<file path="src/sv/rnr_pkg.sv">
`timescale 1ns / 1ps
// ----------------------------------------------------------------------------
// rnr_pkg: shared types and constants of the RTP H.264 NAL reassembler
// Frame buffer geometry, NAL type codes, result slot codes and the command
// word that travels from the parser to the result sequencer.
// ----------------------------------------------------------------------------
package rnr_pkg;

  // Frame buffer geometry
  localparam int unsigned FRAME_BYTES = 524288;
  localparam int unsigned FILL_W      = $clog2(FRAME_BYTES + 1);
  localparam int unsigned ADDR_W      = $clog2(FRAME_BYTES);
  localparam int unsigned SUM_W       = FILL_W + 1;

  // Packet field widths
  localparam int unsigned LEN_W = 16;
  localparam int unsigned TS_W  = 32;

  // Command queue geometry
  localparam int unsigned CMDQ_DEPTH = 2;
  localparam int unsigned CMDQ_AW    = $clog2(CMDQ_DEPTH);
  localparam int unsigned CMDQ_CW    = $clog2(CMDQ_DEPTH + 1);

  // NAL unit type codes
  localparam logic [4:0] NAL_TYPE_MAX_SINGLE = 5'd23;
  localparam logic [4:0] NAL_STAP_A          = 5'd24;
  localparam logic [4:0] NAL_FU_A            = 5'd28;
  localparam logic [4:0] NAL_FU_B            = 5'd29;
  localparam logic [4:0] NAL_IDR             = 5'd5;
  localparam logic [4:0] NAL_SPS             = 5'd7;
  localparam logic [4:0] NAL_PPS             = 5'd8;
  localparam logic [7:0] NRI_MASK            = 8'h60;

  // Result kinds
  localparam logic KIND_WRITE = 1'b0;
  localparam logic KIND_DESC  = 1'b1;

  // Result slots of one command, emitted lowest first
  localparam int unsigned NSLOTS    = 7;
  localparam int unsigned SLOT_W    = $clog2(NSLOTS);
  localparam logic [SLOT_W-1:0] SLOT_PRE  = 3'd0;
  localparam logic [SLOT_W-1:0] SLOT_SC0  = 3'd1;
  localparam logic [SLOT_W-1:0] SLOT_SC3  = 3'd4;
  localparam logic [SLOT_W-1:0] SLOT_BYTE = 3'd5;
  localparam logic [SLOT_W-1:0] SLOT_POST = 3'd6;

  typedef struct packed {
    logic [NSLOTS-1:0] slots;
    logic              sc;
    logic [ADDR_W-1:0] addr;
    logic [7:0]        wbyte;
    logic [FILL_W-1:0] pre_len;
    logic [TS_W-1:0]   pre_ts;
    logic              pre_key;
    logic [FILL_W-1:0] post_len;
    logic [TS_W-1:0]   post_ts;
    logic              post_key;
  } cmd_t;

  function automatic logic is_key(input logic [4:0] t);
    return (t == NAL_IDR) || (t == NAL_SPS) || (t == NAL_PPS);
  endfunction

endpackage

</file>
<file path="src/sv/rnr_parser.sv">
`timescale 1ns / 1ps
// ----------------------------------------------------------------------------
// rnr_parser: payload byte parser
// Classifies packets, tracks fill, key flag and timestamp, and turns each
// accepted byte into one command word listing the results it causes.
// ----------------------------------------------------------------------------
module rnr_parser (
  input  logic                        clk_i,
  input  logic                        rst_ni,
  input  logic                        in_valid_i,
  output logic                        in_stall_o,
  input  logic [7:0]                  payload_byte_i,
  input  logic                        packet_start_i,
  input  logic [rnr_pkg::LEN_W-1:0]   payload_length_i,
  input  logic [rnr_pkg::TS_W-1:0]    rtp_timestamp_i,
  input  logic                        marker_bit_i,
  input  logic                        q_full_i,
  output logic                        q_push_o,
  output rnr_pkg::cmd_t               q_data_o
);

  typedef enum logic [2:0] {
    PH_IDLE, PH_FU_HDR, PH_STAP_HI, PH_STAP_LO, PH_DATA, PH_TAIL, PH_FU_DATA, PH_QUIET
  } phase_e;

  localparam int unsigned QW = rnr_pkg::LEN_W + 2;

  phase_e                      phase_q, phase_d;
  logic [rnr_pkg::FILL_W-1:0]  fill_q, fill_d;
  logic [rnr_pkg::TS_W-1:0]    prev_ts_q, prev_ts_d;
  logic                        frag_q, frag_d;
  logic                        key_q, key_d;
  logic [rnr_pkg::LEN_W-1:0]   pos_q, pos_d;
  logic [rnr_pkg::LEN_W-1:0]   rem_q, rem_d;
  logic [7:0]                  ind_q, ind_d;
  logic                        drop_q, drop_d;
  logic [rnr_pkg::LEN_W-1:0]   len_q, len_d;
  logic [rnr_pkg::TS_W-1:0]    ts_q, ts_d;
  logic                        mk_q, mk_d;
  logic                        fu_end_q, fu_end_d;
  logic                        head_q, head_d;
  rnr_pkg::cmd_t               cmd;
  logic                        accept;

  function automatic phase_e next_unit(input logic [QW-1:0] q,
                                       input logic [rnr_pkg::LEN_W-1:0] len);
    return ((q + QW'(2)) < QW'(len)) ? PH_STAP_HI : PH_TAIL;
  endfunction

  assign accept     = in_valid_i && !q_full_i;
  assign in_stall_o = q_full_i;
  assign q_push_o   = accept && (cmd.slots != '0);
  assign q_data_o   = cmd;

  // Parse one byte: next state and the command it produces
  always_comb begin
    logic [7:0]                  b;
    logic [4:0]                  t;
    logic                        done;
    logic [rnr_pkg::LEN_W-1:0]   ulen;
    logic [rnr_pkg::SUM_W-1:0]   need;
    logic                        do_ts;
    logic                        do_sc;
    logic                        do_wb;
    logic                        do_fin;
    logic [QW-1:0]               span;
    b        = payload_byte_i;
    t        = payload_byte_i[4:0];
    done     = 1'b0;
    ulen     = '0;
    need     = '0;
    do_ts    = 1'b0;
    do_sc    = 1'b0;
    do_wb    = 1'b0;
    do_fin   = 1'b0;
    span     = '0;
    phase_d  = phase_q;
    fill_d   = fill_q;
    prev_ts_d = prev_ts_q;
    frag_d   = frag_q;
    key_d    = key_q;
    pos_d    = pos_q;
    rem_d    = rem_q;
    ind_d    = ind_q;
    drop_d   = drop_q;
    len_d    = len_q;
    ts_d     = ts_q;
    mk_d     = mk_q;
    fu_end_d = fu_end_q;
    head_d   = head_q;
    cmd      = '0;

    // Decide what this byte does
    if (packet_start_i) begin
      len_d = payload_length_i;
      ts_d  = rtp_timestamp_i;
      mk_d  = marker_bit_i;
      pos_d = '0;
      if (payload_length_i == '0) begin
        phase_d = PH_IDLE;
        done    = 1'b1;
      end else if (t == rnr_pkg::NAL_STAP_A) begin
        do_ts   = 1'b1;
        phase_d = next_unit(QW'(1), payload_length_i);
      end else if (t == rnr_pkg::NAL_FU_A || t == rnr_pkg::NAL_FU_B) begin
        ind_d   = b;
        phase_d = (payload_length_i < rnr_pkg::LEN_W'(2)) ? PH_QUIET : PH_FU_HDR;
      end else if (t != 5'd0 && t <= rnr_pkg::NAL_TYPE_MAX_SINGLE) begin
        do_ts   = 1'b1;
        head_d  = 1'b0;
        rem_d   = payload_length_i - rnr_pkg::LEN_W'(1);
        phase_d = PH_DATA;
      end else begin
        phase_d = PH_QUIET;
      end
    end else if (phase_q == PH_IDLE) begin
      done = 1'b1;
    end else begin
      pos_d = pos_q + rnr_pkg::LEN_W'(1);
    end

    // Timestamp change closes the old frame
    if (accept && do_ts) begin
      if (ts_d != prev_ts_q && fill_d != '0) begin
        cmd.slots[rnr_pkg::SLOT_PRE] = 1'b1;
        cmd.pre_len = fill_d;
        cmd.pre_ts  = prev_ts_q;
        cmd.pre_key = key_d;
        fill_d = '0;
        key_d  = 1'b0;
      end
      prev_ts_d = ts_d;
    end

    // Single NAL unit head
    if (packet_start_i && !done && phase_d == PH_DATA) begin
      need = rnr_pkg::SUM_W'(fill_d) + rnr_pkg::SUM_W'(4) + rnr_pkg::SUM_W'(len_d);
      if (need > rnr_pkg::SUM_W'(rnr_pkg::FRAME_BYTES)) begin
        drop_d = 1'b1;
      end else begin
        drop_d = 1'b0;
        do_sc  = 1'b1;
        do_wb  = 1'b1;
        cmd.wbyte = b;
        if (rnr_pkg::is_key(t)) key_d = 1'b1;
      end
    end

    // Body bytes
    if (!packet_start_i && !done) begin
      unique case (phase_q)
        PH_FU_HDR: begin
          if (b[7]) begin
            if (ts_d != prev_ts_q && fill_d != '0) begin
              cmd.slots[rnr_pkg::SLOT_PRE] = 1'b1;
              cmd.pre_len = fill_d;
              cmd.pre_ts  = prev_ts_q;
              cmd.pre_key = key_d;
              fill_d = '0;
              key_d  = 1'b0;
            end
            prev_ts_d = ts_d;
            need = rnr_pkg::SUM_W'(fill_d) + rnr_pkg::SUM_W'(5);
            if (need > rnr_pkg::SUM_W'(rnr_pkg::FRAME_BYTES)) begin
              frag_d = 1'b0;
            end else begin
              frag_d = 1'b1;
              do_sc  = 1'b1;
              do_wb  = 1'b1;
              cmd.wbyte = (ind_q & rnr_pkg::NRI_MASK) | {3'b000, t};
              if (rnr_pkg::is_key(t)) key_d = 1'b1;
            end
          end
          need = rnr_pkg::SUM_W'(fill_d) + (do_sc ? rnr_pkg::SUM_W'(5) : '0)
               + rnr_pkg::SUM_W'(len_q - rnr_pkg::LEN_W'(2));
          if (!frag_d) begin
            phase_d = PH_QUIET;
          end else if (need > rnr_pkg::SUM_W'(rnr_pkg::FRAME_BYTES)) begin
            frag_d  = 1'b0;
            phase_d = PH_QUIET;
          end else begin
            fu_end_d = b[6];
            phase_d  = PH_FU_DATA;
          end
        end
        PH_FU_DATA: begin
          do_wb     = 1'b1;
          cmd.wbyte = b;
        end
        PH_STAP_HI: begin
          rem_d   = {b, 8'h00};
          phase_d = PH_STAP_LO;
        end
        PH_STAP_LO: begin
          ulen = {rem_q[15:8], b};
          span = QW'(pos_d) + QW'(1) + QW'(ulen);
          if (span > QW'(len_q)) begin
            phase_d = PH_TAIL;
          end else begin
            need = rnr_pkg::SUM_W'(fill_d) + rnr_pkg::SUM_W'(4) + rnr_pkg::SUM_W'(ulen);
            if (need > rnr_pkg::SUM_W'(rnr_pkg::FRAME_BYTES)) begin
              drop_d = 1'b1;
            end else begin
              drop_d = 1'b0;
              do_sc  = 1'b1;
            end
            if (ulen == '0) begin
              phase_d = next_unit(QW'(pos_d) + QW'(1), len_q);
            end else begin
              rem_d   = ulen;
              head_d  = 1'b1;
              phase_d = PH_DATA;
            end
          end
        end
        PH_DATA: begin
          if (rem_q == '0) begin
            phase_d = PH_TAIL;
          end else begin
            if (!drop_q) begin
              do_wb     = 1'b1;
              cmd.wbyte = b;
              if (head_q && rnr_pkg::is_key(t)) key_d = 1'b1;
            end
            head_d = 1'b0;
            rem_d  = rem_q - rnr_pkg::LEN_W'(1);
            if (rem_d == '0) phase_d = next_unit(QW'(pos_d) + QW'(1), len_q);
          end
        end
        default: begin
        end
      endcase
    end

    // Place the writes
    cmd.sc   = do_sc;
    cmd.addr = rnr_pkg::ADDR_W'(fill_d);
    cmd.slots[rnr_pkg::SLOT_SC0 +: 4] = {4{do_sc}};
    cmd.slots[rnr_pkg::SLOT_BYTE]     = do_wb;
    fill_d = fill_d + (do_sc ? rnr_pkg::FILL_W'(4) : '0)
                    + (do_wb ? rnr_pkg::FILL_W'(1) : '0);

    // Packet end: marker closes the frame
    if (!done && (QW'(pos_d) + QW'(1) >= QW'(len_d))) begin
      if (phase_d == PH_STAP_HI || phase_d == PH_STAP_LO || phase_d == PH_DATA ||
          phase_d == PH_TAIL) begin
        do_fin = mk_d;
      end else if (phase_d == PH_FU_DATA && fu_end_d) begin
        frag_d = 1'b0;
        do_fin = mk_d;
      end
      phase_d = PH_IDLE;
    end
    if (do_fin) begin
      if (fill_d != '0) begin
        cmd.slots[rnr_pkg::SLOT_POST] = 1'b1;
        cmd.post_len = fill_d;
        cmd.post_ts  = ts_d;
        cmd.post_key = key_d;
      end
      fill_d = '0;
      key_d  = 1'b0;
    end
  end

  // Hold parser state; advance on an accepted beat
  always_ff @(posedge clk_i or negedge rst_ni) begin
    if (!rst_ni) begin
      phase_q   <= PH_IDLE;
      fill_q    <= '0;
      prev_ts_q <= '0;
      frag_q    <= 1'b0;
      key_q     <= 1'b0;
      pos_q     <= '0;
      rem_q     <= '0;
      ind_q     <= '0;
      drop_q    <= 1'b0;
      len_q     <= '0;
      ts_q      <= '0;
      mk_q      <= 1'b0;
      fu_end_q  <= 1'b0;
      head_q    <= 1'b0;
    end else if (accept) begin
      phase_q   <= phase_d;
      fill_q    <= fill_d;
      prev_ts_q <= prev_ts_d;
      frag_q    <= frag_d;
      key_q     <= key_d;
      pos_q     <= pos_d;
      rem_q     <= rem_d;
      ind_q     <= ind_d;
      drop_q    <= drop_d;
      len_q     <= len_d;
      ts_q      <= ts_d;
      mk_q      <= mk_d;
      fu_end_q  <= fu_end_d;
      head_q    <= head_d;
    end
  end

endmodule

</file>
<file path="src/sv/rnr_cmd_queue.sv">
`timescale 1ns / 1ps
// ----------------------------------------------------------------------------
// rnr_cmd_queue: command queue
// Short queue of command words between the parser and the sequencer.
// ----------------------------------------------------------------------------
module rnr_cmd_queue (
  input  logic          clk_i,
  input  logic          rst_ni,
  input  logic          push_i,
  input  rnr_pkg::cmd_t data_i,
  output logic          full_o,
  input  logic          pop_i,
  output logic          valid_o,
  output rnr_pkg::cmd_t data_o
);

  rnr_pkg::cmd_t                mem_q [rnr_pkg::CMDQ_DEPTH];
  logic [rnr_pkg::CMDQ_AW-1:0]  wptr_q, rptr_q;
  logic [rnr_pkg::CMDQ_CW-1:0]  count_q;

  assign full_o  = (count_q == rnr_pkg::CMDQ_CW'(rnr_pkg::CMDQ_DEPTH));
  assign valid_o = (count_q != '0);
  assign data_o  = mem_q[rptr_q];

  // Store entries
  always_ff @(posedge clk_i) begin
    if (push_i) begin
      mem_q[wptr_q] <= data_i;
    end
  end

  // Advance pointers and count
  always_ff @(posedge clk_i or negedge rst_ni) begin
    if (!rst_ni) begin
      wptr_q  <= '0;
      rptr_q  <= '0;
      count_q <= '0;
    end else begin
      if (push_i) wptr_q <= wptr_q + rnr_pkg::CMDQ_AW'(1);
      if (pop_i)  rptr_q <= rptr_q + rnr_pkg::CMDQ_AW'(1);
      if (push_i && !pop_i)      count_q <= count_q + rnr_pkg::CMDQ_CW'(1);
      else if (pop_i && !push_i) count_q <= count_q - rnr_pkg::CMDQ_CW'(1);
    end
  end

`ifndef ASSERT_OFF
  a_no_overflow: assert property (@(posedge clk_i) disable iff (!rst_ni)
    full_o |-> !push_i)
    else $error("command queue overflow");
  a_no_underflow: assert property (@(posedge clk_i) disable iff (!rst_ni)
    pop_i |-> valid_o)
    else $error("command queue underflow");
  a_count_step: assert property (@(posedge clk_i) disable iff (!rst_ni)
    (push_i && !pop_i) |=> count_q == $past(count_q) + rnr_pkg::CMDQ_CW'(1))
    else $error("command queue count slip");
  a_no_empty_cmd: assert property (@(posedge clk_i) disable iff (!rst_ni)
    push_i |-> data_i.slots != '0)
    else $error("command with no results queued");
`endif

endmodule

</file>
<file path="src/sv/rnr_sequencer.sv">
`timescale 1ns / 1ps
// ----------------------------------------------------------------------------
// rnr_sequencer: result sequencer
// Expands command words into one result beat per cycle, while the output is
// not stalled, into the output register.
// ----------------------------------------------------------------------------
module rnr_sequencer (
  input  logic                        clk_i,
  input  logic                        rst_ni,
  input  logic                        q_valid_i,
  input  rnr_pkg::cmd_t               q_data_i,
  output logic                        q_pop_o,
  output logic                        out_valid_o,
  input  logic                        out_stall_i,
  output logic                        kind_o,
  output logic [rnr_pkg::ADDR_W-1:0]  write_address_o,
  output logic [7:0]                  write_byte_o,
  output logic [rnr_pkg::FILL_W-1:0]  frame_length_o,
  output logic [rnr_pkg::TS_W-1:0]    frame_timestamp_o,
  output logic                        key_frame_o,
  output logic                        last_o
);

  rnr_pkg::cmd_t                cur_q;
  logic [rnr_pkg::NSLOTS-1:0]   mask_q;
  rnr_pkg::cmd_t                sel;
  logic [rnr_pkg::NSLOTS-1:0]   sel_mask, rest;
  logic [rnr_pkg::SLOT_W-1:0]   idx;
  logic                         advance, emit, from_q;
  logic                         out_valid_q;

  assign from_q   = (mask_q == '0);
  assign sel      = from_q ? q_data_i : cur_q;
  assign sel_mask = from_q ? (q_valid_i ? q_data_i.slots : '0) : mask_q;
  assign advance  = !out_valid_q || !out_stall_i;
  assign emit     = (sel_mask != '0);
  assign q_pop_o  = advance && from_q && q_valid_i;
  assign out_valid_o = out_valid_q;

  // Pick the lowest pending slot
  always_comb begin
    idx = '0;
    for (int i = rnr_pkg::NSLOTS - 1; i >= 0; i--) begin
      if (sel_mask[i]) idx = rnr_pkg::SLOT_W'(i);
    end
    rest = sel_mask & ~(rnr_pkg::NSLOTS'(1) << idx);
  end

  // Hold the command under expansion
  always_ff @(posedge clk_i or negedge rst_ni) begin
    if (!rst_ni) begin
      mask_q <= '0;
    end else if (advance && emit) begin
      mask_q <= rest;
    end
  end

  always_ff @(posedge clk_i) begin
    if (advance && emit) cur_q <= sel;
  end

  // Output register
  always_ff @(posedge clk_i or negedge rst_ni) begin
    if (!rst_ni) begin
      out_valid_q <= 1'b0;
    end else if (advance) begin
      out_valid_q <= emit;
    end
  end

  always_ff @(posedge clk_i) begin
    if (advance && emit) begin
      last_o            <= (rest == '0);
      kind_o            <= rnr_pkg::KIND_WRITE;
      write_address_o   <= '0;
      write_byte_o      <= '0;
      frame_length_o    <= '0;
      frame_timestamp_o <= '0;
      key_frame_o       <= 1'b0;
      if (idx == rnr_pkg::SLOT_PRE) begin
        kind_o            <= rnr_pkg::KIND_DESC;
        frame_length_o    <= sel.pre_len;
        frame_timestamp_o <= sel.pre_ts;
        key_frame_o       <= sel.pre_key;
      end else if (idx == rnr_pkg::SLOT_POST) begin
        kind_o            <= rnr_pkg::KIND_DESC;
        frame_length_o    <= sel.post_len;
        frame_timestamp_o <= sel.post_ts;
        key_frame_o       <= sel.post_key;
      end else if (idx == rnr_pkg::SLOT_BYTE) begin
        write_address_o <= sel.addr + (sel.sc ? rnr_pkg::ADDR_W'(4) : '0);
        write_byte_o    <= sel.wbyte;
      end else begin
        write_address_o <= sel.addr + rnr_pkg::ADDR_W'(idx - rnr_pkg::SLOT_SC0);
        write_byte_o    <= (idx == rnr_pkg::SLOT_SC3) ? 8'h01 : 8'h00;
      end
    end
  end

endmodule

</file>
<file path="src/sv/rtp_h264_nal_reassembler.sv">
`timescale 1ns / 1ps
// ----------------------------------------------------------------------------
// rtp_h264_nal_reassembler: RTP H.264 payload to Annex B frame writer
// Parser, command queue and result sequencer.
// ----------------------------------------------------------------------------
// The block takes one payload byte per beat and accepts a new byte in every
// cycle while its two-entry command queue has room. Each byte causes zero to
// seven results (frame buffer writes and frame descriptors), which leave one
// per cycle from a registered output while the output is not stalled. The
// parser can take new bytes while the sequencer still expands older ones.
// The result sequencer sets the sustained rate.
module rtp_h264_nal_reassembler (
  input  logic                        clk_i,
  input  logic                        rst_ni,
  input  logic                        in_valid_i,
  output logic                        in_stall_o,
  input  logic [7:0]                  payload_byte_i,
  input  logic                        packet_start_i,
  input  logic [rnr_pkg::LEN_W-1:0]   payload_length_i,
  input  logic [rnr_pkg::TS_W-1:0]    rtp_timestamp_i,
  input  logic                        marker_bit_i,
  output logic                        out_valid_o,
  input  logic                        out_stall_i,
  output logic                        kind_o,
  output logic [rnr_pkg::ADDR_W-1:0]  write_address_o,
  output logic [7:0]                  write_byte_o,
  output logic [rnr_pkg::FILL_W-1:0]  frame_length_o,
  output logic [rnr_pkg::TS_W-1:0]    frame_timestamp_o,
  output logic                        key_frame_o,
  output logic                        last_o
);

  logic          q_push, q_full, q_pop, q_valid;
  rnr_pkg::cmd_t q_wdata, q_rdata;

  rnr_parser u_parser (
    .clk_i, .rst_ni, .in_valid_i, .in_stall_o,
    .payload_byte_i, .packet_start_i, .payload_length_i, .rtp_timestamp_i,
    .marker_bit_i,
    .q_full_i (q_full),
    .q_push_o (q_push),
    .q_data_o (q_wdata)
  );

  rnr_cmd_queue u_queue (
    .clk_i, .rst_ni,
    .push_i  (q_push),
    .data_i  (q_wdata),
    .full_o  (q_full),
    .pop_i   (q_pop),
    .valid_o (q_valid),
    .data_o  (q_rdata)
  );

  rnr_sequencer u_seq (
    .clk_i, .rst_ni,
    .q_valid_i (q_valid),
    .q_data_i  (q_rdata),
    .q_pop_o   (q_pop),
    .out_valid_o, .out_stall_i, .kind_o, .write_address_o, .write_byte_o,
    .frame_length_o, .frame_timestamp_o, .key_frame_o, .last_o
  );

endmodule

</file>
<file path="config.mk">
export PLATFORM = sky130hd
export DESIGN_NAME = rtp_h264_nal_reassembler
export DESIGN_NICKNAME = d
export VERILOG_FILES = /design/src/sv/rnr_pkg.sv /design/src/sv/rnr_parser.sv /design/src/sv/rnr_cmd_queue.sv /design/src/sv/rnr_sequencer.sv /design/src/sv/rtp_h264_nal_reassembler.sv
export SDC_FILE = /design/constraint.sdc
export NUM_CORES = 1
export LEC_CHECK = 0
export ABC_AREA = 1
export BUFFER_PORTS_ARGS = -buffer_cell sky130_fd_sc_hd__buf_2
export CORE_AREA = 2 2 307 309
export CTS_CLUSTER_DIAMETER = 50
export CTS_CLUSTER_SIZE = 40
export DETAILED_ROUTE_END_ITERATION = 16
export DIE_AREA = 0 0 309 311
export GPL_ROUTABILITY_DRIVEN = 0
export SYNTH_ARGS = -nofsm -noshare
export SYNTH_HDL_FRONTEND = slang
export SYNTH_SLANG_ARGS = --single-unit
</file>
<file path="constraint.sdc">
create_clock -name clk_i -period 30.1 [get_ports clk_i]
set_clock_uncertainty 0.1 [all_clocks]
set_input_delay 1.505 -clock clk_i [delete_from_list [all_inputs] [get_ports clk_i]]
set_output_delay 1.505 -clock clk_i [all_outputs]
set_load 0.005 [all_outputs]
</file>
==> flow_summary.json <==
{
  "drive_gt1_share_pct": 10.9,
  "ctsHoldBuffers": 0,
  "vias": 29200,
  "synth_cell_types": 68,
  "core_area_um2": 92800,
  "drv_slew": 0,
  "reg2reg_depth": 59,
  "grt-ovfl-total": 0,
  "dieArea_um2": 96100,
  "grt_pass1_vias": 27300,
  "r2r_setup_slack_ns": 17.46,
  "cp_slowest_cell": "buf_4",
  "setup_viol": 0,
  "fp.dieW_um": 309,
  "layout_min_cycle_time_ns": 13.89,
  "synth_top_family_by_area": "simple AND/OR/NAND/NOR gates",
  "dp_cells": 5393,
  "r2r-end": "u_queue.mem_q[1][16]$_DFFE_PP_",
  "syn_avg_cell_area_um2": 8.93,
  "rows": 112,
  "ant_nets": 0,
  "cp_common_cell": "nand2_1",
  "antenna_found_initial": 0,
  "p_sw_share_pct": 43.7,
  "ys_ff_latch": 645,
  "layout_common_cells": "nand2_1 (944), nor2_1 (497), edfxtp_1 (490)",
  "post-cts-setup-buffers": 0,
  "synthSimpleGateAreaFrac_pct": 20.9,
  "slowest_delay_ns": 0.83,
  "status": "completed",
  "switching_power_w": 0.00219,
  "critPathKind": "input port to register",
  "tightestPinTransition_ns": 1.18,
  "buffer_ports.inserted": 145,
  "dp_hpwl_mm": 71.5,
  "ctsHtreeMaxLevel": 3,
  "numCtsBuffers": 82,
  "setup.worst_path.end_class": "register",
  "drc": 0,
  "cts.sinks": 645,
  "critPathMaxFanout": 68,
  "hold_depth": 2,
  "nFillCells": 9022,
  "ctsResizeCount": 0,
  "synth_area_um2": 36700,
  "io_pins": 146,
  "pwr-share-seq_pct": 32.2,
  "dpl_worst_slack_ns": 15.62,
  "hold_path.startpoint": "u_parser.ts_q[17]$_DFFE_PN0P_",
  "layout_setup_ws_ns": 16.21,
  "crit_required_ns": 30.26,
  "vdd_drop_max_uv": 104,
  "arrival_ns": 14.05,
  "yosysWarnings": 0,
  "fin_util_pct": 44.8,
  "crit_family": "simple AND/OR/NAND/NOR gates",
  "fmax_ghz": 0.0720,
  "drv_cap": 0,
  "grt_pass1_wl_mm": 158,
  "critPathBufInv": 10,
  "wl_mm": 102,
  "gr-usage-all-layers_pct": 20.9,
  "synthAdderAreaFrac_pct": 6.10,
  "post-route-period-util_pct": 46.1,
  "root_buffer": "clkbuf_16",
  "comb_power_share_pct": 47.4,
  "syn-num-nets": 4350,
  "worstSetupStartpointType": "input port",
  "clock_latency_ns": 0.66,
  "relSlewSlack_pct": 21.5,
  "ys.flop_type": "edfxtp_1",
  "layout.cells.non_filler": 5548,
  "initial_core_util_pct": 39.6,
  "muxShareOfSynthArea_pct": 0.0273,
  "setup_tns_ns": 0,
  "synthArstFlopShare_pct": 24.0,
  "first_pass_iters": 5,
  "synth-edff-count": 490,
  "ys_seq_area_share_pct": 50.6,
  "clk_path_buf_depth": 3,
  "finalHoldViolCount": 0,
  "powerDensity_nw_per_um2": 121,
  "synth_xor_area_share_pct": 3.76,
  "synthCells": 4113,
  "layout_commonest_cell": "nand2_1",
  "r2r-start": "u_queue.count_q[1]$_DFFE_PN0P_",
  "grt_max_degree": 93,
  "post_drt_wl_per_cell_um": 18.3,
  "die-height_um": 311,
  "rsz0062_at_grt": "no",
  "hold_path.class": "register to register",
  "cts.clk_slew.worst_paths_ns": 0.06,
  "pwr-share-clk_pct": 20.4,
  "min_to": "u_parser.ts_q[17]$_DFFE_PN0P_",
  "cts_tree": "built",
  "p_leak_nw": 17.6,
  "power.internal_w": 0.00282,
  "finalNetCount": 4460,
  "synth-compound-area-share_pct": 12.3,
  "area_delta_synth_final_pct": 13.1,
  "drtIter0Drc": 2779,
  "via_per_inst": 5.26
}
-- power by group through the flow --
stage | sequential [W] | combinational, W | clock (W)
2_1_floorplan | 0.00164 | 0.00170 | 0
3_3_place_gp | 0.00162 | 0.00233 | 0
3_5_place_dp | 0.00163 | 0.00236 | 0
4_1_cts | 0.00161 | 0.00238 | 0.00104
5_1_grt | 0.00165 | 0.00267 | 0.00108
6_report | 0.00161 | 0.00237 | 0.00102
-- worst reg2reg max path, delay by kind of cell (launching register included) --
| family | cells | cell delay (ns) |
|---|---|---|
| xor+xnor | 3 | 0.42 |
| compound gates | 11 | 2.15 |
| simple gates | 30 | 4.40 |
| buf+inv | 11 | 3.32 |
| fa+ha+maj | 4 | 1.39 |
| flops | 1 | 0.36 |
-- Yosys cell counts, drive strengths merged (7+ instances only) --
cell,count,area (µm²)
buf,33,238
a31oi,151,945
ha,168,2100
nand4,43,269
nand2,963,3690
o21bai,9,67.6
o22ai,40,375
nor2,538,2160
edfxtp,490,14700
xnor2,44,385
clkbuf,111,417
o211ai,19,143
a22o,59,517
nor3,50,280
o21a,9,67.6
or2,15,93.8
xor2,112,996
nor4,15,109
a21oi,177,938
inv,435,1640
fa,7,140
o21ai,232,1170
nand3b,9,67.6
o2111ai,9,78.8
nand3,169,878
dfrtp,155,3880
-- metrics by stage --
stage	total power, W	area [µm²]	hold slack [ns]
global route	0.00540	41500	0.404
detailed placement	0.00399	38600	0.366
CTS	0.00503	41500	0.381
finish	0.00501	41500	0.380
floorplan	0.00333	36700	0.342
global placement	0.00395	38600	0.360
-- worst max-delay path by stage --
stage          cells past startpoint  slack [ns]                 from                              to
6_report                          62       16.21       packet_start_i  u_queue.mem_q[1][16]$_DFFE_PP_
2_1_floorplan                     59       14.81  payload_length_i[0]   u_queue.mem_q[1][0]$_DFFE_PP_
5_1_grt                           63       15.00       packet_start_i  u_queue.mem_q[1][16]$_DFFE_PP_
3_5_place_dp                      62       15.62       packet_start_i  u_queue.mem_q[1][15]$_DFFE_PP_
3_3_place_gp                      62       15.97       packet_start_i  u_queue.mem_q[1][15]$_DFFE_PP_
4_1_cts                           62       16.32       packet_start_i  u_queue.mem_q[1][75]$_DFFE_PP_
-- final cells by class --
type                       instances  area, µm²  share of cell area, %
clock inverter                    68        808                   1.95
timing repair buffer             170        922                   2.22
clock buffer                      86       2090                   5.03
sequential                       645      18600                   44.8
inverter                         441       1690                   4.06
multi-input combinational       2883      15900                   38.2
tap                             1254       1570                   3.78
antenna                            1       2.50                0.00603
-- sequential cells by signal, summed over array words and instances, names as in the netlist, 19 cells and up --
register and flops:
u_seq.write_address_o 19, u_seq.frame_length_o 20, u_queue.mem_q 274, u_seq.cur_q 134, u_parser.ts_q 32, u_parser.fill_q 20
u_parser.prev_ts_q 32, u_seq.frame_timestamp_o 32
-- kinds of logic (layout without fill, tap and decap cells) --
logic type	after synthesis	in the layout
DFF	645	645
other	0	1
adders and majority gates	175	175
AOI/OAI and AO/OA	732	732
and+or+nand+nor	1819	1819
buffers and inverters	585	765
xor gates and xnor gates	156	156
muxes	1	1
-- per-layer routing --
metal	up-vias	global-route usage (%)	share of wire [%]
li1	14300	-	-
met1	13900	29.8	46
met2	915	32.7	45
met3	141	3.35	6.8
met4	0	6.23	2.3
met5	-	0	0
Note: power is estimated with default switching activity, not from simulation.
